==> src/rtl/pidc_pkg.sv <==
// Shared constants, register codes, sequencer states and command types for the PID block.
package pidc_pkg;

    // Fixed-point format of the gains and time base
    localparam int GAIN_FRAC_BITS = 8;
    localparam int TICKS_PER_SEC  = 10000;
    localparam int LIMIT          = 30;

    // Field widths
    localparam int MEAS_W = 16;
    localparam int GAIN_W = 16;
    localparam int TICK_W = 16;
    localparam int OUT_W  = 6;
    localparam int ERR_W  = MEAS_W + 1;
    localparam int DERR_W = ERR_W + 1;

    // Datapath widths
    localparam int ACC_W    = 50;
    localparam int MB_W     = TICK_W + 1;
    localparam int LEN_W    = $clog2(MB_W + 1);
    localparam int TPS_LEN  = $clog2(TICKS_PER_SEC) + 1;
    localparam int SCALE_W  = TICK_W + GAIN_FRAC_BITS;
    localparam int PROD_T_W = ERR_W + TICK_W + 1;
    localparam int DV_W     = SCALE_W + OUT_W;
    localparam int STEP_W   = $clog2(OUT_W + 1);

    // Derived constants
    localparam int ONE = 1 << GAIN_FRAC_BITS;
    localparam int DEN = TICKS_PER_SEC << GAIN_FRAC_BITS;

    // Configuration register codes
    localparam int CFG_IDX_W = 2;
    localparam logic [CFG_IDX_W-1:0] REG_PROP_GAIN  = 2'd0;
    localparam logic [CFG_IDX_W-1:0] REG_INTEG_GAIN = 2'd1;
    localparam logic [CFG_IDX_W-1:0] REG_DERIV_GAIN = 2'd2;

    // Sequencer states
    typedef enum logic [3:0] {
        ST_IDLE,
        ST_MUL_T,
        ST_MUL_NUM,
        ST_MUL_INT,
        ST_DIV_INT,
        ST_MUL_DERR,
        ST_MUL_DER,
        ST_MUL_PROP,
        ST_MUL_SCALE,
        ST_DIV_OUT,
        ST_DONE
    } state_t;

    // Command to the serial multiply-accumulate unit
    typedef struct packed {
        logic             start;
        logic             clear;
        logic [LEN_W-1:0] len;
    } mac_cmd_t;

endpackage

==> src/rtl/pidc_mac.sv <==
// Serial-parallel multiply-accumulate unit: one multiplier bit per cycle.
module pidc_mac (
    input  logic                             aclk,
    input  logic                             aresetn,
    input  pidc_pkg::mac_cmd_t               cmd,
    input  logic signed [pidc_pkg::ACC_W-1:0] a,
    input  logic [pidc_pkg::MB_W-1:0]        b,
    output logic                             done,
    output logic signed [pidc_pkg::ACC_W-1:0] acc
);

    logic                              busy_reg;
    logic [pidc_pkg::LEN_W-1:0]        cnt_reg;
    logic signed [pidc_pkg::ACC_W-1:0] a_reg;
    logic [pidc_pkg::MB_W-1:0]         b_reg;
    logic signed [pidc_pkg::ACC_W-1:0] acc_reg;
    logic                              last;
    logic signed [pidc_pkg::ACC_W-1:0] addend;

    // Top multiplier bit carries negative weight
    assign last   = (cnt_reg == pidc_pkg::LEN_W'(1));
    assign addend = last ? -a_reg : a_reg;
    assign done   = busy_reg && last;
    assign acc    = acc_reg;

    // Control: run for len steps after a start
    always_ff @(posedge aclk) begin
        if (!aresetn) begin
            busy_reg <= 1'b0;
            cnt_reg  <= '0;
        end else if (cmd.start) begin
            busy_reg <= 1'b1;
            cnt_reg  <= cmd.len;
        end else if (busy_reg) begin
            cnt_reg <= cnt_reg - pidc_pkg::LEN_W'(1);
            if (last) begin
                busy_reg <= 1'b0;
            end
        end
    end

    // Datapath: shift multiplicand up, multiplier down, add on each set bit
    always_ff @(posedge aclk) begin
        if (cmd.start) begin
            a_reg <= a;
            b_reg <= b;
            if (cmd.clear) begin
                acc_reg <= '0;
            end
        end else if (busy_reg) begin
            a_reg <= a_reg <<< 1;
            b_reg <= b_reg >> 1;
            if (b_reg[0]) begin
                acc_reg <= acc_reg + addend;
            end
        end
    end

endmodule

==> src/rtl/pidc_div.sv <==
// Restoring divider with truncation toward zero and saturation to the output limit.
module pidc_div (
    input  logic                              aclk,
    input  logic                              aresetn,
    input  logic                              start,
    input  logic signed [pidc_pkg::ACC_W-1:0] dividend,
    input  logic [pidc_pkg::SCALE_W-1:0]      divisor,
    output logic                              done,
    output logic signed [pidc_pkg::OUT_W-1:0] quotient
);

    logic                              busy_reg;
    logic                              done_reg;
    logic [pidc_pkg::STEP_W-1:0]       step_reg;
    logic [pidc_pkg::ACC_W-2:0]        rem_reg;
    logic [pidc_pkg::DV_W-1:0]         dv_reg;
    logic [pidc_pkg::OUT_W-1:0]        q_reg;
    logic                              ovf_reg;
    logic                              neg_reg;
    logic signed [pidc_pkg::ACC_W-1:0] dividend_neg;
    logic [pidc_pkg::ACC_W-2:0]        dividend_mag;
    logic [pidc_pkg::ACC_W-2:0]        dv_ext;
    logic                              ge;
    logic                              last;
    logic [pidc_pkg::OUT_W-1:0]        mag;

    // Magnitude of the dividend
    assign dividend_neg = -dividend;
    assign dividend_mag = dividend[pidc_pkg::ACC_W-1] ? dividend_neg[pidc_pkg::ACC_W-2:0]
                                                       : dividend[pidc_pkg::ACC_W-2:0];

    assign dv_ext = (pidc_pkg::ACC_W-1)'(dv_reg);
    assign ge     = (rem_reg >= dv_ext);
    assign last   = (step_reg == pidc_pkg::STEP_W'(pidc_pkg::OUT_W));

    // Saturate, then restore the sign
    always_comb begin
        if (ovf_reg || (q_reg > pidc_pkg::OUT_W'(pidc_pkg::LIMIT))) begin
            mag = pidc_pkg::OUT_W'(pidc_pkg::LIMIT);
        end else begin
            mag = q_reg;
        end
    end

    assign quotient = neg_reg ? signed'(-mag) : signed'(mag);
    assign done     = done_reg;

    // Control: first step checks overflow, then one quotient bit per step
    always_ff @(posedge aclk) begin
        if (!aresetn) begin
            busy_reg <= 1'b0;
            done_reg <= 1'b0;
            step_reg <= '0;
        end else begin
            done_reg <= 1'b0;
            if (start) begin
                busy_reg <= 1'b1;
                step_reg <= '0;
            end else if (busy_reg) begin
                step_reg <= step_reg + pidc_pkg::STEP_W'(1);
                if (last) begin
                    busy_reg <= 1'b0;
                    done_reg <= 1'b1;
                end
            end
        end
    end

    // Datapath: compare, subtract and shift the divisor down
    always_ff @(posedge aclk) begin
        if (start) begin
            rem_reg <= dividend_mag;
            dv_reg  <= pidc_pkg::DV_W'(divisor) << pidc_pkg::OUT_W;
            q_reg   <= '0;
            ovf_reg <= 1'b0;
            neg_reg <= dividend[pidc_pkg::ACC_W-1];
        end else if (busy_reg) begin
            dv_reg <= dv_reg >> 1;
            if (step_reg == '0) begin
                ovf_reg <= ge;
            end else begin
                q_reg <= {q_reg[pidc_pkg::OUT_W-2:0], ge};
                if (ge) begin
                    rem_reg <= rem_reg - dv_ext;
                end
            end
        end
    end

endmodule

==> src/rtl/pid_correction_clamped.sv <==
// Top level of the PID correction step: handshakes, gain registers, state and sequencer.
//
// Each accepted beat yields one clamped correction. The next beat is accepted only once the
// sequencer has finished the current item. Its run time is set by the single serial
// multiply-accumulate unit, which retires one multiplier bit per cycle over seven products
// (17, 16, 6, 15, 16, 16 and 6 bits) when the tick count is nonzero and over the last two
// when it is zero, and by the restoring divider, which runs twice, or once when the tick
// count is zero. The finished result waits in an output register, so the next beat is
// taken while it is still pending. Gains are signed Q8.8; write them only while no item is
// in flight. Writes to index 3 are ignored.
module pid_correction_clamped (
    input  logic                                  aclk,
    input  logic                                  aresetn,
    input  logic                                  s_valid,
    output logic                                  s_ready,
    input  logic signed [pidc_pkg::MEAS_W-1:0]    s_measured,
    input  logic signed [pidc_pkg::MEAS_W-1:0]    s_target,
    input  logic [pidc_pkg::TICK_W-1:0]           s_elapsed_ticks,
    output logic                                  m_valid,
    input  logic                                  m_ready,
    output logic signed [pidc_pkg::OUT_W-1:0]     m_drive_correction,
    input  logic                                  cfg_valid,
    output logic                                  cfg_ready,
    input  logic [pidc_pkg::CFG_IDX_W-1:0]        cfg_index,
    input  logic signed [pidc_pkg::GAIN_W-1:0]    cfg_data
);

    pidc_pkg::state_t                      state_reg;
    pidc_pkg::state_t                      state_next;
    logic                                  launched_reg;
    logic                                  launched_next;

    logic signed [pidc_pkg::GAIN_W-1:0]    kp_reg;
    logic signed [pidc_pkg::GAIN_W-1:0]    ki_reg;
    logic signed [pidc_pkg::GAIN_W-1:0]    kd_reg;

    logic signed [pidc_pkg::ERR_W-1:0]     err_reg;
    logic [pidc_pkg::TICK_W-1:0]           ticks_reg;
    logic signed [pidc_pkg::PROD_T_W-1:0]  t_reg;
    logic signed [pidc_pkg::OUT_W-1:0]     integ_reg;
    logic signed [pidc_pkg::ERR_W-1:0]     prev_err_reg;
    logic                                  m_valid_reg;
    logic signed [pidc_pkg::OUT_W-1:0]     drive_reg;

    logic                                  ticks_zero;
    logic [pidc_pkg::SCALE_W-1:0]          scale;
    logic signed [pidc_pkg::DERR_W-1:0]    derr;

    pidc_pkg::mac_cmd_t                    mac_cmd;
    logic signed [pidc_pkg::ACC_W-1:0]     mac_a;
    logic [pidc_pkg::MB_W-1:0]             mac_b;
    logic                                  mac_done;
    logic signed [pidc_pkg::ACC_W-1:0]     mac_acc;

    logic                                  div_start;
    logic [pidc_pkg::SCALE_W-1:0]          div_divisor;
    logic                                  div_done;
    logic signed [pidc_pkg::OUT_W-1:0]     div_quot;

    logic                                  in_take;
    logic                                  t_load;
    logic                                  integ_load;
    logic                                  out_load;

    // Per-item scale: the tick count in gain units, or one when no time has passed
    assign ticks_zero = (ticks_reg == '0);
    assign scale      = ticks_zero ? pidc_pkg::SCALE_W'(pidc_pkg::ONE)
                                   : pidc_pkg::SCALE_W'(ticks_reg) << pidc_pkg::GAIN_FRAC_BITS;
    assign derr       = pidc_pkg::DERR_W'(err_reg) - pidc_pkg::DERR_W'(prev_err_reg);

    assign cfg_ready          = aresetn;
    assign m_valid            = m_valid_reg;
    assign m_drive_correction = drive_reg;

    pidc_mac u_mac (
        .aclk    (aclk),
        .aresetn (aresetn),
        .cmd     (mac_cmd),
        .a       (mac_a),
        .b       (mac_b),
        .done    (mac_done),
        .acc     (mac_acc)
    );

    pidc_div u_div (
        .aclk     (aclk),
        .aresetn  (aresetn),
        .start    (div_start),
        .dividend (mac_acc),
        .divisor  (div_divisor),
        .done     (div_done),
        .quotient (div_quot)
    );

    // Sequencer: launch each operation once, advance on its completion
    always_comb begin
        state_next    = state_reg;
        launched_next = launched_reg;
        mac_cmd       = '0;
        mac_a         = '0;
        mac_b         = '0;
        div_start     = 1'b0;
        div_divisor   = scale;
        s_ready       = 1'b0;
        in_take       = 1'b0;
        t_load        = 1'b0;
        integ_load    = 1'b0;
        out_load      = 1'b0;

        unique case (state_reg)
            pidc_pkg::ST_IDLE: begin
                s_ready       = aresetn;
                launched_next = 1'b0;
                if (s_valid && aresetn) begin
                    in_take    = 1'b1;
                    state_next = (s_elapsed_ticks == '0) ? pidc_pkg::ST_MUL_PROP
                                                         : pidc_pkg::ST_MUL_T;
                end
            end
            // err * ticks
            pidc_pkg::ST_MUL_T: begin
                mac_a = pidc_pkg::ACC_W'(err_reg);
                mac_b = {1'b0, ticks_reg};
                if (!launched_reg) begin
                    mac_cmd       = '{start: 1'b1, clear: 1'b1,
                                      len: pidc_pkg::LEN_W'(pidc_pkg::MB_W)};
                    launched_next = 1'b1;
                end else if (mac_done) begin
                    launched_next = 1'b0;
                    state_next    = pidc_pkg::ST_MUL_NUM;
                end
            end
            // err * ticks * integ_gain; hold the first product for the output sum
            pidc_pkg::ST_MUL_NUM: begin
                mac_a = mac_acc;
                mac_b = pidc_pkg::MB_W'(ki_reg);
                if (!launched_reg) begin
                    mac_cmd       = '{start: 1'b1, clear: 1'b1,
                                      len: pidc_pkg::LEN_W'(pidc_pkg::GAIN_W)};
                    t_load        = 1'b1;
                    launched_next = 1'b1;
                end else if (mac_done) begin
                    launched_next = 1'b0;
                    state_next    = pidc_pkg::ST_MUL_INT;
                end
            end
            // plus integral * denominator
            pidc_pkg::ST_MUL_INT: begin
                mac_a = pidc_pkg::ACC_W'(pidc_pkg::DEN);
                mac_b = pidc_pkg::MB_W'(integ_reg);
                if (!launched_reg) begin
                    mac_cmd       = '{start: 1'b1, clear: 1'b0,
                                      len: pidc_pkg::LEN_W'(pidc_pkg::OUT_W)};
                    launched_next = 1'b1;
                end else if (mac_done) begin
                    launched_next = 1'b0;
                    state_next    = pidc_pkg::ST_DIV_INT;
                end
            end
            // new integral = clamp(num / denominator)
            pidc_pkg::ST_DIV_INT: begin
                div_divisor = pidc_pkg::SCALE_W'(pidc_pkg::DEN);
                if (!launched_reg) begin
                    div_start     = 1'b1;
                    launched_next = 1'b1;
                end else if (div_done) begin
                    integ_load    = 1'b1;
                    launched_next = 1'b0;
                    state_next    = pidc_pkg::ST_MUL_DERR;
                end
            end
            // error difference * ticks per second
            pidc_pkg::ST_MUL_DERR: begin
                mac_a = pidc_pkg::ACC_W'(derr);
                mac_b = pidc_pkg::MB_W'(pidc_pkg::TICKS_PER_SEC);
                if (!launched_reg) begin
                    mac_cmd       = '{start: 1'b1, clear: 1'b1,
                                      len: pidc_pkg::LEN_W'(pidc_pkg::TPS_LEN)};
                    launched_next = 1'b1;
                end else if (mac_done) begin
                    launched_next = 1'b0;
                    state_next    = pidc_pkg::ST_MUL_DER;
                end
            end
            // times deriv_gain
            pidc_pkg::ST_MUL_DER: begin
                mac_a = mac_acc;
                mac_b = pidc_pkg::MB_W'(kd_reg);
                if (!launched_reg) begin
                    mac_cmd       = '{start: 1'b1, clear: 1'b1,
                                      len: pidc_pkg::LEN_W'(pidc_pkg::GAIN_W)};
                    launched_next = 1'b1;
                end else if (mac_done) begin
                    launched_next = 1'b0;
                    state_next    = pidc_pkg::ST_MUL_PROP;
                end
            end
            // proportional term; starts the sum when no time has passed
            pidc_pkg::ST_MUL_PROP: begin
                mac_a = ticks_zero ? pidc_pkg::ACC_W'(err_reg) : pidc_pkg::ACC_W'(t_reg);
                mac_b = pidc_pkg::MB_W'(kp_reg);
                if (!launched_reg) begin
                    mac_cmd       = '{start: 1'b1, clear: ticks_zero,
                                      len: pidc_pkg::LEN_W'(pidc_pkg::GAIN_W)};
                    launched_next = 1'b1;
                end else if (mac_done) begin
                    launched_next = 1'b0;
                    state_next    = pidc_pkg::ST_MUL_SCALE;
                end
            end
            // plus integral * scale
            pidc_pkg::ST_MUL_SCALE: begin
                mac_a = pidc_pkg::ACC_W'(scale);
                mac_b = pidc_pkg::MB_W'(integ_reg);
                if (!launched_reg) begin
                    mac_cmd       = '{start: 1'b1, clear: 1'b0,
                                      len: pidc_pkg::LEN_W'(pidc_pkg::OUT_W)};
                    launched_next = 1'b1;
                end else if (mac_done) begin
                    launched_next = 1'b0;
                    state_next    = pidc_pkg::ST_DIV_OUT;
                end
            end
            // correction = clamp(sum / scale)
            pidc_pkg::ST_DIV_OUT: begin
                if (!launched_reg) begin
                    div_start     = 1'b1;
                    launched_next = 1'b1;
                end else if (div_done) begin
                    launched_next = 1'b0;
                    state_next    = pidc_pkg::ST_DONE;
                end
            end
            // hand the result to the output register once it is free
            pidc_pkg::ST_DONE: begin
                if (!m_valid_reg || m_ready) begin
                    out_load   = 1'b1;
                    state_next = pidc_pkg::ST_IDLE;
                end
            end
        endcase
    end

    // Control and loop state
    always_ff @(posedge aclk) begin
        if (!aresetn) begin
            state_reg    <= pidc_pkg::ST_IDLE;
            launched_reg <= 1'b0;
            integ_reg    <= '0;
            prev_err_reg <= '0;
            m_valid_reg  <= 1'b0;
            kp_reg       <= '0;
            ki_reg       <= '0;
            kd_reg       <= '0;
        end else begin
            state_reg    <= state_next;
            launched_reg <= launched_next;
            if (integ_load) begin
                integ_reg <= div_quot;
            end
            if (out_load) begin
                prev_err_reg <= err_reg;
                m_valid_reg  <= 1'b1;
            end else if (m_ready) begin
                m_valid_reg <= 1'b0;
            end
            // Gain register writes
            if (cfg_valid) begin
                unique case (cfg_index)
                    pidc_pkg::REG_PROP_GAIN:  kp_reg <= cfg_data;
                    pidc_pkg::REG_INTEG_GAIN: ki_reg <= cfg_data;
                    pidc_pkg::REG_DERIV_GAIN: kd_reg <= cfg_data;
                    default: ;
                endcase
            end
        end
    end

    // Payload capture
    always_ff @(posedge aclk) begin
        if (in_take) begin
            err_reg   <= pidc_pkg::ERR_W'(s_target) - pidc_pkg::ERR_W'(s_measured);
            ticks_reg <= s_elapsed_ticks;
        end
        if (t_load) begin
            t_reg <= mac_acc[pidc_pkg::PROD_T_W-1:0];
        end
        if (out_load) begin
            drive_reg <= div_quot;
        end
    end

endmodule

==> config.mk <==
export PLATFORM = sky130hd
export DESIGN_NAME = pid_correction_clamped
export DESIGN_NICKNAME = d
export VERILOG_FILES = /design/src/rtl/pidc_pkg.sv /design/src/rtl/pidc_mac.sv /design/src/rtl/pidc_div.sv /design/src/rtl/pid_correction_clamped.sv
export SDC_FILE = /design/constraint.sdc
export NUM_CORES = 1
export LEC_CHECK = 0
export ABC_AREA = 1
export BUFFER_PORTS_ARGS = -buffer_cell sky130_fd_sc_hd__buf_2
export CAP_MARGIN = 5
export CORE_ASPECT_RATIO = 1.75
export CORE_MARGIN = 2
export CORE_UTILIZATION = 35
export CTS_BUF_LIST = sky130_fd_sc_hd__clkbuf_8
export CTS_CLUSTER_SIZE = 8
export DETAILED_ROUTE_END_ITERATION = 8
export PLACE_DENSITY_LB_ADDON = 0.2
export RECOVER_POWER = 50
export SLEW_MARGIN = 10
export SYNTH_ARGS = -nofsm -noshare
export SYNTH_HDL_FRONTEND = slang
export SYNTH_HIERARCHICAL = 1
export SYNTH_SLANG_ARGS = --single-unit
export TNS_END_PERCENT = 5
==> constraint.sdc <==
create_clock -name aclk -period 3.56 [get_ports aclk]
set_clock_uncertainty 0.05 [all_clocks]
set_input_delay 0.534 -clock aclk [delete_from_list [all_inputs] [get_ports aclk]]
set_output_delay 0.534 -clock aclk [all_outputs]
set_load 0.1 [all_outputs]
==> results of run 1 <==
==> metrics by stage <==
step | setup TNS [ps] | cells
after global placement | -1740 | 5499
after CTS | 0 | 5645
after global routing | -2230 | 5657
after floorplan | 0 | 4285
after detailed placement | -1660 | 5499
final | 0 | 5657
==> cells by family after synthesis <==
logic type                 share of synthesized area [%]
xor gates and xnor gates                            2.04
adders and majority gates                           5.66
DFF                                                 35.0
other                                             0.0132
AOI/OAI and AO/OA                                   12.9
and+or+nand+nor                                     34.2
buffers and inverters                               10.1
==> cells in the mapped netlist (all sizes together) (2+ instances only) <==
cell type  instances  area [um2]
o21ai            300        1540
a31oi             10        77.6
nand2           1369        5270
a21oi            267        1350
fa                 4        80.1
o22ai             12        75.1
edfxtp           264        7930
xnor2              4        35.0
o21bai            13         101
nand4             48         300
a211oi             2        15.0
a21boi             6        45.0
xor2              62         543
o211ai            19         143
clkbuf            49         184
and2              10        67.6
nand3            246        1310
nor4               9        56.3
nor3              34         201
a22oi              6        45.0
ha               122        1530
clkinv             3        11.3
or2               17         109
o2111ai            6        52.6
nand3b            12        90.1
a21o               4        30.0
nor2             567        2310
o31ai              3        22.5
o21a               3        22.5
buf               49         285
dfxtp            101        2020
a221oi            11        96.3
inv              639        2400
==> how the worst max path moves through the flow <==
stage | depth (start not counted) | to | startpoint | slack, ps
2_1_floorplan | 12 | u_mac/cnt_reg[1] | state_reg[0] | 140
3_5_place_dp | 19 | u_mac/acc[49] | u_mac/cnt_reg[1] | -300
6_report | 20 | u_mac/acc[32] | u_mac/a_reg[0] | 60
5_1_grt | 19 | u_mac/acc[25] | u_mac/a_reg[1] | -150
3_3_place_gp | 19 | u_mac/acc[49] | u_mac/cnt_reg[1] | -370
4_1_cts | 21 | u_mac/acc[46] | u_mac/a_reg[0] | 0.6
==> layout by cell type (no fill, tap or decap), types with 101 or more instances in the layout <==
master                     Yosys  routed
sky130_fd_sc_hd__edfxtp_1    264     264
sky130_fd_sc_hd__a21oi_1     263     242
sky130_fd_sc_hd__ha_1        122     110
sky130_fd_sc_hd__dfxtp_1     101     101
sky130_fd_sc_hd__inv_1       614     639
sky130_fd_sc_hd__nand2_1    1324    1284
sky130_fd_sc_hd__buf_4         6     171
sky130_fd_sc_hd__nand3_1     232     217
sky130_fd_sc_hd__nor2_1      522     482
sky130_fd_sc_hd__o21ai_0     275     266
==> worst register-to-register path, cell delays in order (launching register included) <==
cell and delay, ps:
sky130_fd_sc_hd__edfxtp_1 400, sky130_fd_sc_hd__inv_2 130, sky130_fd_sc_hd__nand3_4 90, sky130_fd_sc_hd__nor2_4 200
sky130_fd_sc_hd__nand2_4 110, sky130_fd_sc_hd__nor2_4 100, sky130_fd_sc_hd__nand2_2 90, sky130_fd_sc_hd__o21ai_4 170
sky130_fd_sc_hd__buf_12 140, sky130_fd_sc_hd__nand2_1 60, sky130_fd_sc_hd__xor2_1 150, sky130_fd_sc_hd__ha_1 330
sky130_fd_sc_hd__buf_4 160, sky130_fd_sc_hd__nand2_1 50, sky130_fd_sc_hd__nand2_1 80, sky130_fd_sc_hd__o21bai_1 240
sky130_fd_sc_hd__a21oi_1 230, sky130_fd_sc_hd__nand2_1 110, sky130_fd_sc_hd__a21oi_1 160, sky130_fd_sc_hd__and2_1 150
sky130_fd_sc_hd__nor2_1 40
==> layer usage <==
| metal | part of all wire [%] | track usage (%) | up-vias |
|---|---|---|---|
| met5 | 0 | 0 | - |
| met4 | 7.3 | 15.9 | 0 |
| met3 | 3.2 | 1.95 | 303 |
| met2 | 52 | 47.0 | 697 |
| met1 | 37 | 26.8 | 13100 |
| li1 | - | - | 14300 |
==> area by class of cell <==
class	count	area, um2
antenna	1	2.50
clock buffer	68	936
clock inverter	45	313
fill	8552	47200
inverter	642	2410
multi-input combinational	3180	16200
sequential	365	9950
tap	1050	1310
timing repair buffer	306	2260
==> timing repair <==
action                                  4_1_cts  5_1_grt
gates resized for setup                      20      176
buffers inserted                              2       11
endpoints found under the hold margin        49        0
endpoints found under the setup margin       12       33
hold buffers                                 31        0
pin swaps                                     2       53
==> flow_summary.yaml, run 1 <==
finish:
  post_route_cells_drive_above_1_share_pct: 13.8
  design.final.nets: 4752
  stdcell_area_mm2: 0.0334
  syn_to_final_growth_pct: 17.7
  final_core_utilization_pct: 41.5
worst_setup_path:
  critical_path.cell_chain: "inv_2, nand3_4, nor2_4, nand2_4, nor2_4, nand2_2, o21ai_4, buf_12, nand2_1, xor2_1, ha_1, buf_4, nand2_1, nand2_1, o21bai_1, a21oi_1, nand2_1, a21oi_1, and2_1, nor2_1"
  worst-path-max-fanout: 5
  timing.critical_path.buf_inv: 3
  worst-r2r-cell-count: 20
  beginning_of_the_worst_register_to_register_path: "u_mac/a_reg[0]"
  cp_data_required_time_ps: 4000
  crit_slowest_cell: "sky130_fd_sc_hd__edfxtp_1"
  timing.critical_path.from_type: "register"
  path_class: "register to register"
  r2r_setup_slack_ps: 60
  timing.critical_path.max_delay_family: "simple AND/OR/NAND/NOR gates"
  rr_endpoint: "u_mac/acc[32]"
  critPathCaptureType: "register"
  cp.arrival_ps: 3940
  slowest_stage_delay_on_critical_path_ps: 400
  crit_top_cell: "sky130_fd_sc_hd__nand2_1"
place:
  port_buffers: 79
  routabilityCongestion: 0.946
  placed_area_mm2: 0.0312
  detailedPlace.worstSlack_ps: -301
  hpwl_um: 82900
logic_synthesis:
  flops_latches_synth: 365
  synth_flop_cell: "sky130_fd_sc_hd__edfxtp_1"
  synthesis.instances: 4278
  yosysWarnings: 6
  synth_edf_count: 264
  synth_cell_types: 62
  ys_async_sr_fraction_pct: 0
  syn-cell-area_mm2: 0.0284
  synth-seq-area-share_pct: 35.0
  synthesis.area_per_instance_um2: 6.64
routing:
  post_detailed_routing_wire_length_um: 105000
  drc: 0
  postRouteAntennaNets: 0
  initialDrtViolationCount: 1821
  drt-wirelength-per-cell_um: 18.6
  avgViaCountPerCell: 5.04
  vias: 28500
  first_pass_iters: 5
cts:
  clkSlewWorstSetupHoldPaths_ps: 70
  max-clock-path-buffers: 3
  tritoncts.num_buffers: 60
  cts_tree: "done"
  worst_skew_pair.late_latency_ps: 760
  cts.htree.levels: 2
  cts_num_sinks: 365
  clk_root_buffer_cell: "sky130_fd_sc_hd__clkbuf_8"
die:
  fp.dieArea_mm2: 0.0835
  core_area_mm2: 0.0806
  starting_density_pct: 35.2
  die_x_um: 219
  io_pins: 80
  placement_rows: 138
  die_height_um: 381
timing:
  relSlewSlack_pct: -29.5
  finalSetupViolations: 0
  layout_worst_path_cycle_share_pct: 98.4
  rsz0062_at_grt: "true"
  fin_worst_hold_slack_ps: 59.3
  maxClockFrequency_mhz: 285
  period_needed_ps: 3500
  report.final.slew_viol_count: 35
  tightestPinTransition_ps: 1940
  hold_viol_final: 0
  final.setup.worst_slack_ps: 55.7
hold_path:
  hold-path-endpoint: "kp_reg[4]"
  min_delay_path_depth: 3
  hold_startpoint: "cfg_data[4]"
  min_path_type: "input pin to register"
global_route:
  grt_max_degree: 77
  overflow: 0
  grt_pass1_vias: 28200
  grt_pass1_wl_um: 160000
  grt_antenna_before_repair: 1
  grt_util_all_layers_pct: 25.1
run:
  maxCapViolCount: 1
run_status:
  outcome: "finished with violations"
  failed_checks: "capacitance limit, slew limit"
Power of run 1 is left out: the tool's default activity adds up to more than one toggle a clock period on the data nets, which glitch-free logic cannot reach.
==> inputs of run 2 (changes only) <==
PLACE_DENSITY = 0.57   (was unset)
PLACE_DENSITY_LB_ADDON = unset   (was 0.2)
==> run 2 against run 1 <==
Effect of this change: the flow finishes with violations (capacitance limit, slew limit, setup timing); critical path depth decreased by 1; hold slack worse by 15 ps; utilization shrank 0.51 points; via count decreased by 0.39%; flip-flop and latch count unchanged; clock-buffer cell count shrank 6; routed wire length fell by 0.82%; maximum frequency down 2.2%; register-to-register slack got worse by 80 ps; non-clock buffer count decreased by 16; highest routed layer unchanged.
==> flow_summary.yaml, run 2 (synthesis results as in run 1) <==
worst_setup_path:
  critical_path.cell_chain: "inv_2, nand3_4, nor2_4, nand2_4, nor2_4, nand2_2, nand2_1, o21ai_0, xor2_1, ha_1, a21oi_1, buf_4, nand2_1, a21oi_1, a21boi_4, buf_4, nand3_1, nand2_1, nor2_1"
  cp_data_required_time_ps: 3980
  crit_top_cell: "sky130_fd_sc_hd__nand2_1"
  critPathCaptureType: "register"
  timing.critical_path.from_type: "register"
  slowest_stage_delay_on_critical_path_ps: 410
  timing.critical_path.max_delay_family: "simple AND/OR/NAND/NOR gates"
  timing.critical_path.buf_inv: 3
  path_class: "register to register"
  cp.arrival_ps: 4000
  crit_slowest_cell: "sky130_fd_sc_hd__edfxtp_1"
  worst-path-max-fanout: 4
global_route:
  grt_pass1_vias: 28600
  grt_util_all_layers_pct: 25.0
  overflow: 0
  grt_max_degree: 99
  grt_pass1_wl_um: 159000
  grt_antenna_before_repair: 1
timing:
  period_needed_ps: 3580
  fin_worst_hold_slack_ps: 44.7
  tightestPinTransition_ps: 1810
  report.final.slew_viol_count: 35
  maxClockFrequency_mhz: 279
  tns_ps: -22.7
  hold_viol_final: 0
  finalSetupViolations: 1
  layout_worst_path_cycle_share_pct: 101
  rsz0062_at_grt: "true"
  relSlewSlack_pct: -20.9
  final.setup.worst_slack_ps: -22.7
cts:
  cts.htree.levels: 2
  cts_tree: "done"
  clk_root_buffer_cell: "sky130_fd_sc_hd__clkbuf_8"
  worst_skew_pair.late_latency_ps: 740
  clkSlewWorstSetupHoldPaths_ps: 70
  max-clock-path-buffers: 3
  cts_num_sinks: 365
  tritoncts.num_buffers: 58
die:
  fp.dieArea_mm2: 0.0835
  starting_density_pct: 35.2
  core_area_mm2: 0.0806
  placement_rows: 138
  io_pins: 80
  die_x_um: 219
  die_height_um: 381
routing:
  avgViaCountPerCell: 5.04
  vias: 28400
  drt-wirelength-per-cell_um: 18.5
  drc: 0
  first_pass_iters: 6
  initialDrtViolationCount: 1853
  postRouteAntennaNets: 0
  post_detailed_routing_wire_length_um: 104000
run_status:
  failed_checks: "capacitance limit, slew limit, setup timing"
  outcome: "finished with violations"
finish:
  fill_cells: 8646
  mostFrequentLayoutCell: "sky130_fd_sc_hd__nand2_1"
  post_route_cells_drive_above_1_share_pct: 13.2
  design.final.nets: 4734
  final_core_utilization_pct: 41.0
  layout_common_cells: "sky130_fd_sc_hd__nand2_1 (1,291), sky130_fd_sc_hd__inv_1 (635), sky130_fd_sc_hd__nor2_1 (481)"
  syn_to_final_growth_pct: 16.3
place:
  routabilityCongestion: 0.967
  port_buffers: 79
  hpwl_um: 82400
hold_path:
  min_path_type: "input pin to register"
run:
  maxCapViolCount: 1
## run 2: cell types whose count changed in the layout (fill, tap and decap cells not counted), moves of 7 or more
cell                            before   now
sky130_fd_sc_hd__nand2_1          1284  1291
sky130_fd_sc_hd__buf_4             171   162
sky130_fd_sc_hd__nand2_2            78    69
sky130_fd_sc_hd__dlygate4sd3_1      31    22
sky130_fd_sc_hd__nand3_1           217   224
sky130_fd_sc_hd__o21ai_0           266   274
## run 2: area by class of cell
type                       count  area (um2)  share of cell area, %
antenna                        1        2.50                0.00758
clock buffer                  62         853                   2.58
clock inverter                44         264                  0.800
inverter                     642        2410                   7.30
multi-input combinational   3180       16200                   49.0
sequential                   365        9950                   30.1
tap                         1050        1310                   3.98
timing repair buffer         290        2050                   6.22
## run 2: stage by stage
stage                     instances  area [um2]  setup slack (ps)
final                          5634       33000             -22.7
after global routing           5634       33000              -223
after floorplan                4285       28400               144
after global placement         5492       31100              -268
after CTS                      5621       32600             -54.9
after detailed placement       5492       31100              -285
## run 2: metal layers
| metal | vias up | routed length, um | global-route usage [%] |
|---|---|---|---|
| met5 | - | 0 | 0 |
| met4 | 0 | 8950 | 18.6 |
| met3 | 327 | 3610 | 2.30 |
| met2 | 692 | 53700 | 46.1 |
| met1 | 13000 | 38200 | 25.7 |
| li1 | 14300 | - | - |
## run 2: final timing paths
check                 startpoint            end  slack, ps  cells after the start
setup / recovery  u_mac/a_reg[0]  u_mac/acc[36]        -20                     19
hold / removal      cfg_data[11]     ki_reg[11]         40                      3
setup reg to reg  u_mac/a_reg[0]  u_mac/acc[36]        -20                     19
hold reg to reg        kd_reg[7]      kd_reg[7]        400                      2
## run 2: what timing repair did
| action | CTS | global route |
|---|---|---|
| resized for setup | 29 | 147 |
| endpoints found under the setup margin | 19 | 34 |
| hold buffers | 22 | 0 |
| pin swaps | 3 | 43 |
| setup buffers | 1 | 12 |
| endpoints found under the hold margin | 25 | 0 |
## run 2: worst min-delay path, cell delays in order
cell	delay, ps
sky130_fd_sc_hd__buf_2	100
sky130_fd_sc_hd__o21ai_0	80
sky130_fd_sc_hd__nor2_1	80
Power of run 2 is left out for the same reason.
==> inputs of run 3 (changes only) <==
CORE_UTILIZATION = 50   (was 35)
PLACE_DENSITY = 0.74   (was 0.57)
==> run 3 against run 2 <==
Effect of this change: the flow now finishes without violations; global-route usage grew 6.6 points; flip-flop and latch count unchanged; hold slack improved by 36 ps; utilization is 16 points higher; final cell count fell by 6.7%; register-to-register slack better by 30 ps; design area is 3.0% lower; critical path depth is 1 higher; non-clock buffer count down 87; critical path type unchanged.
==> flow_summary.yaml, run 3 (synthesis results as in run 1) <==
timing:
  tns_ps: 0
  tightestPinTransition_ps: 1410
  hold_viol_final: 0
  finalSetupViolations: 0
  report.final.slew_viol_count: 0
  final.setup.worst_slack_ps: 7.36
  relSlewSlack_pct: 5.94
  fin_worst_hold_slack_ps: 80.6
  layout_worst_path_cycle_share_pct: 99.8
  period_needed_ps: 3550
  rsz0062_at_grt: "true"
  maxClockFrequency_mhz: 281
cts:
  clkSlewWorstSetupHoldPaths_ps: 70
  cts_tree: "done"
  max-clock-path-buffers: 3
  worst_skew_pair.late_latency_ps: 680
  cts.htree.levels: 2
  clk_root_buffer_cell: "sky130_fd_sc_hd__clkbuf_8"
  tritoncts.num_buffers: 57
  cts_num_sinks: 365
place:
  placed_area_mm2: 0.0302
  port_buffers: 79
  routabilityCongestion: 0.989
  detailedPlace.worstSlack_ps: -8.13
  hpwl_um: 72200
worst_setup_path:
  cp_data_required_time_ps: 3950
  path_class: "register to register"
  critPathCaptureType: "register"
  timing.critical_path.from_type: "register"
  beginning_of_the_worst_register_to_register_path: "u_mac/a_reg[0]"
  crit_start: "u_mac/a_reg[0]"
  worst-path-max-fanout: 4
  cp.arrival_ps: 3940
die:
  die_height_um: 319
  io_pins: 80
  fp.dieArea_mm2: 0.0588
  core_area_mm2: 0.0563
  die_x_um: 184
  starting_density_pct: 50.5
  placement_rows: 115
routing:
  avgViaCountPerCell: 5.44
  drt-wirelength-per-cell_um: 17.9
  postRouteAntennaNets: 0
  post_detailed_routing_wire_length_um: 94100
  vias: 28600
  drc: 0
  initialDrtViolationCount: 2233
  first_pass_iters: 7
global_route:
  grt_util_met2_pct: 56.4
  globalRouteMet1Util_pct: 33.8
  grt_antenna_before_repair: 2
  grt_util_all_layers_pct: 31.6
  global_route.usage.met3_pct: 3.83
  grt_pass1_wl_um: 144000
  grt_max_degree: 84
  busiest_layer: "met2"
  grt_pass1_vias: 27700
  overflow: 0
finish:
  layout_common_cells: "sky130_fd_sc_hd__nand2_1 (1,292), sky130_fd_sc_hd__inv_1 (637), sky130_fd_sc_hd__nor2_1 (484)"
  syn_to_final_growth_pct: 12.7
  mostFrequentLayoutCell: "sky130_fd_sc_hd__nand2_1"
  design.final.nets: 4646
  stdcell_area_mm2: 0.0320
  post_route_cells_drive_above_1_share_pct: 11.7
run:
  maxCapViolCount: 0
hold_path:
  hold_startpoint: "cfg_data[11]"
  min_path_type: "input pin to register"
run_status:
  outcome: "complete, no violations"
## run 3: cell count changes in the layout (fill, tap and decap cells not counted), sizes merged
cell | before | now
clkbuf | 103 | 99
clkinv | 15 | 12
dlygate4sd3 | 22 | 11
inv | 669 | 672
diode | 1 | 2
buf | 227 | 153
## run 3: path summary, 6_finish.rpt
check                        to  cells past startpoint  slack [ps]
setup / recovery  u_mac/acc[42]                     20           7
hold / removal       ki_reg[11]                      3          80
setup reg to reg  u_mac/acc[42]                     20           7
hold reg to reg       kd_reg[9]                      2         400
## run 3: routing by layer
| layer | vias up | routed length [um] |
|---|---|---|
| li1 | 14100 | - |
| met1 | 13100 | 34300 |
| met2 | 1054 | 47000 |
| met3 | 357 | 4870 |
| met4 | 0 | 7970 |
| met5 | - | 0 |
## run 3: metrics by stage
step,cells,utilization (%)
floorplan,4285,-
global placement,5124,53.6
detailed placement,5124,53.6
CTS,5239,55.8
global route,5256,56.9
finish,5256,56.9
## run 3: worst max-delay path, cell delays in order (launching register included)
cell and delay (ps):
sky130_fd_sc_hd__edfxtp_1 400, sky130_fd_sc_hd__inv_2 100, sky130_fd_sc_hd__buf_4 120, sky130_fd_sc_hd__nand3_2 100
sky130_fd_sc_hd__nor2_4 160, sky130_fd_sc_hd__nand2_4 90, sky130_fd_sc_hd__nor2_4 180, sky130_fd_sc_hd__buf_4 150
sky130_fd_sc_hd__buf_4 110, sky130_fd_sc_hd__a21oi_2 60, sky130_fd_sc_hd__xor2_2 170, sky130_fd_sc_hd__ha_1 380
sky130_fd_sc_hd__nand2_1 170, sky130_fd_sc_hd__nor2_1 250, sky130_fd_sc_hd__nand2_1 140, sky130_fd_sc_hd__nor2_2 230
sky130_fd_sc_hd__nand3_1 130, sky130_fd_sc_hd__nand3_1 150, sky130_fd_sc_hd__nand2_1 70, sky130_fd_sc_hd__nand2_1 50
sky130_fd_sc_hd__nor2_1 40
## run 3: cell type report
| cell class | count | area (um2) |
|---|---|---|
| diodes | 2 | 5.00 |
| clock buffers | 60 | 826 |
| clock inverters | 44 | 255 |
| fillers | 5623 | 24200 |
| inverters | 642 | 2410 |
| multi-input cells | 3180 | 16200 |
| flip-flops and latches | 365 | 9950 |
| well taps | 760 | 951 |
| repair buffers | 203 | 1370 |
## run 3: repair_timing
item | 4_1_cts | 5_1_grt
endpoints found under the setup margin | 4 | 31
resized for setup | 3 | 170
setup buffers | 0 | 14
pin swaps | 0 | 38
endpoints found under the hold margin | 11 | 0
hold buffers | 11 | 0
cloned | 0 | 1
Power of run 3 is left out for the same reason.
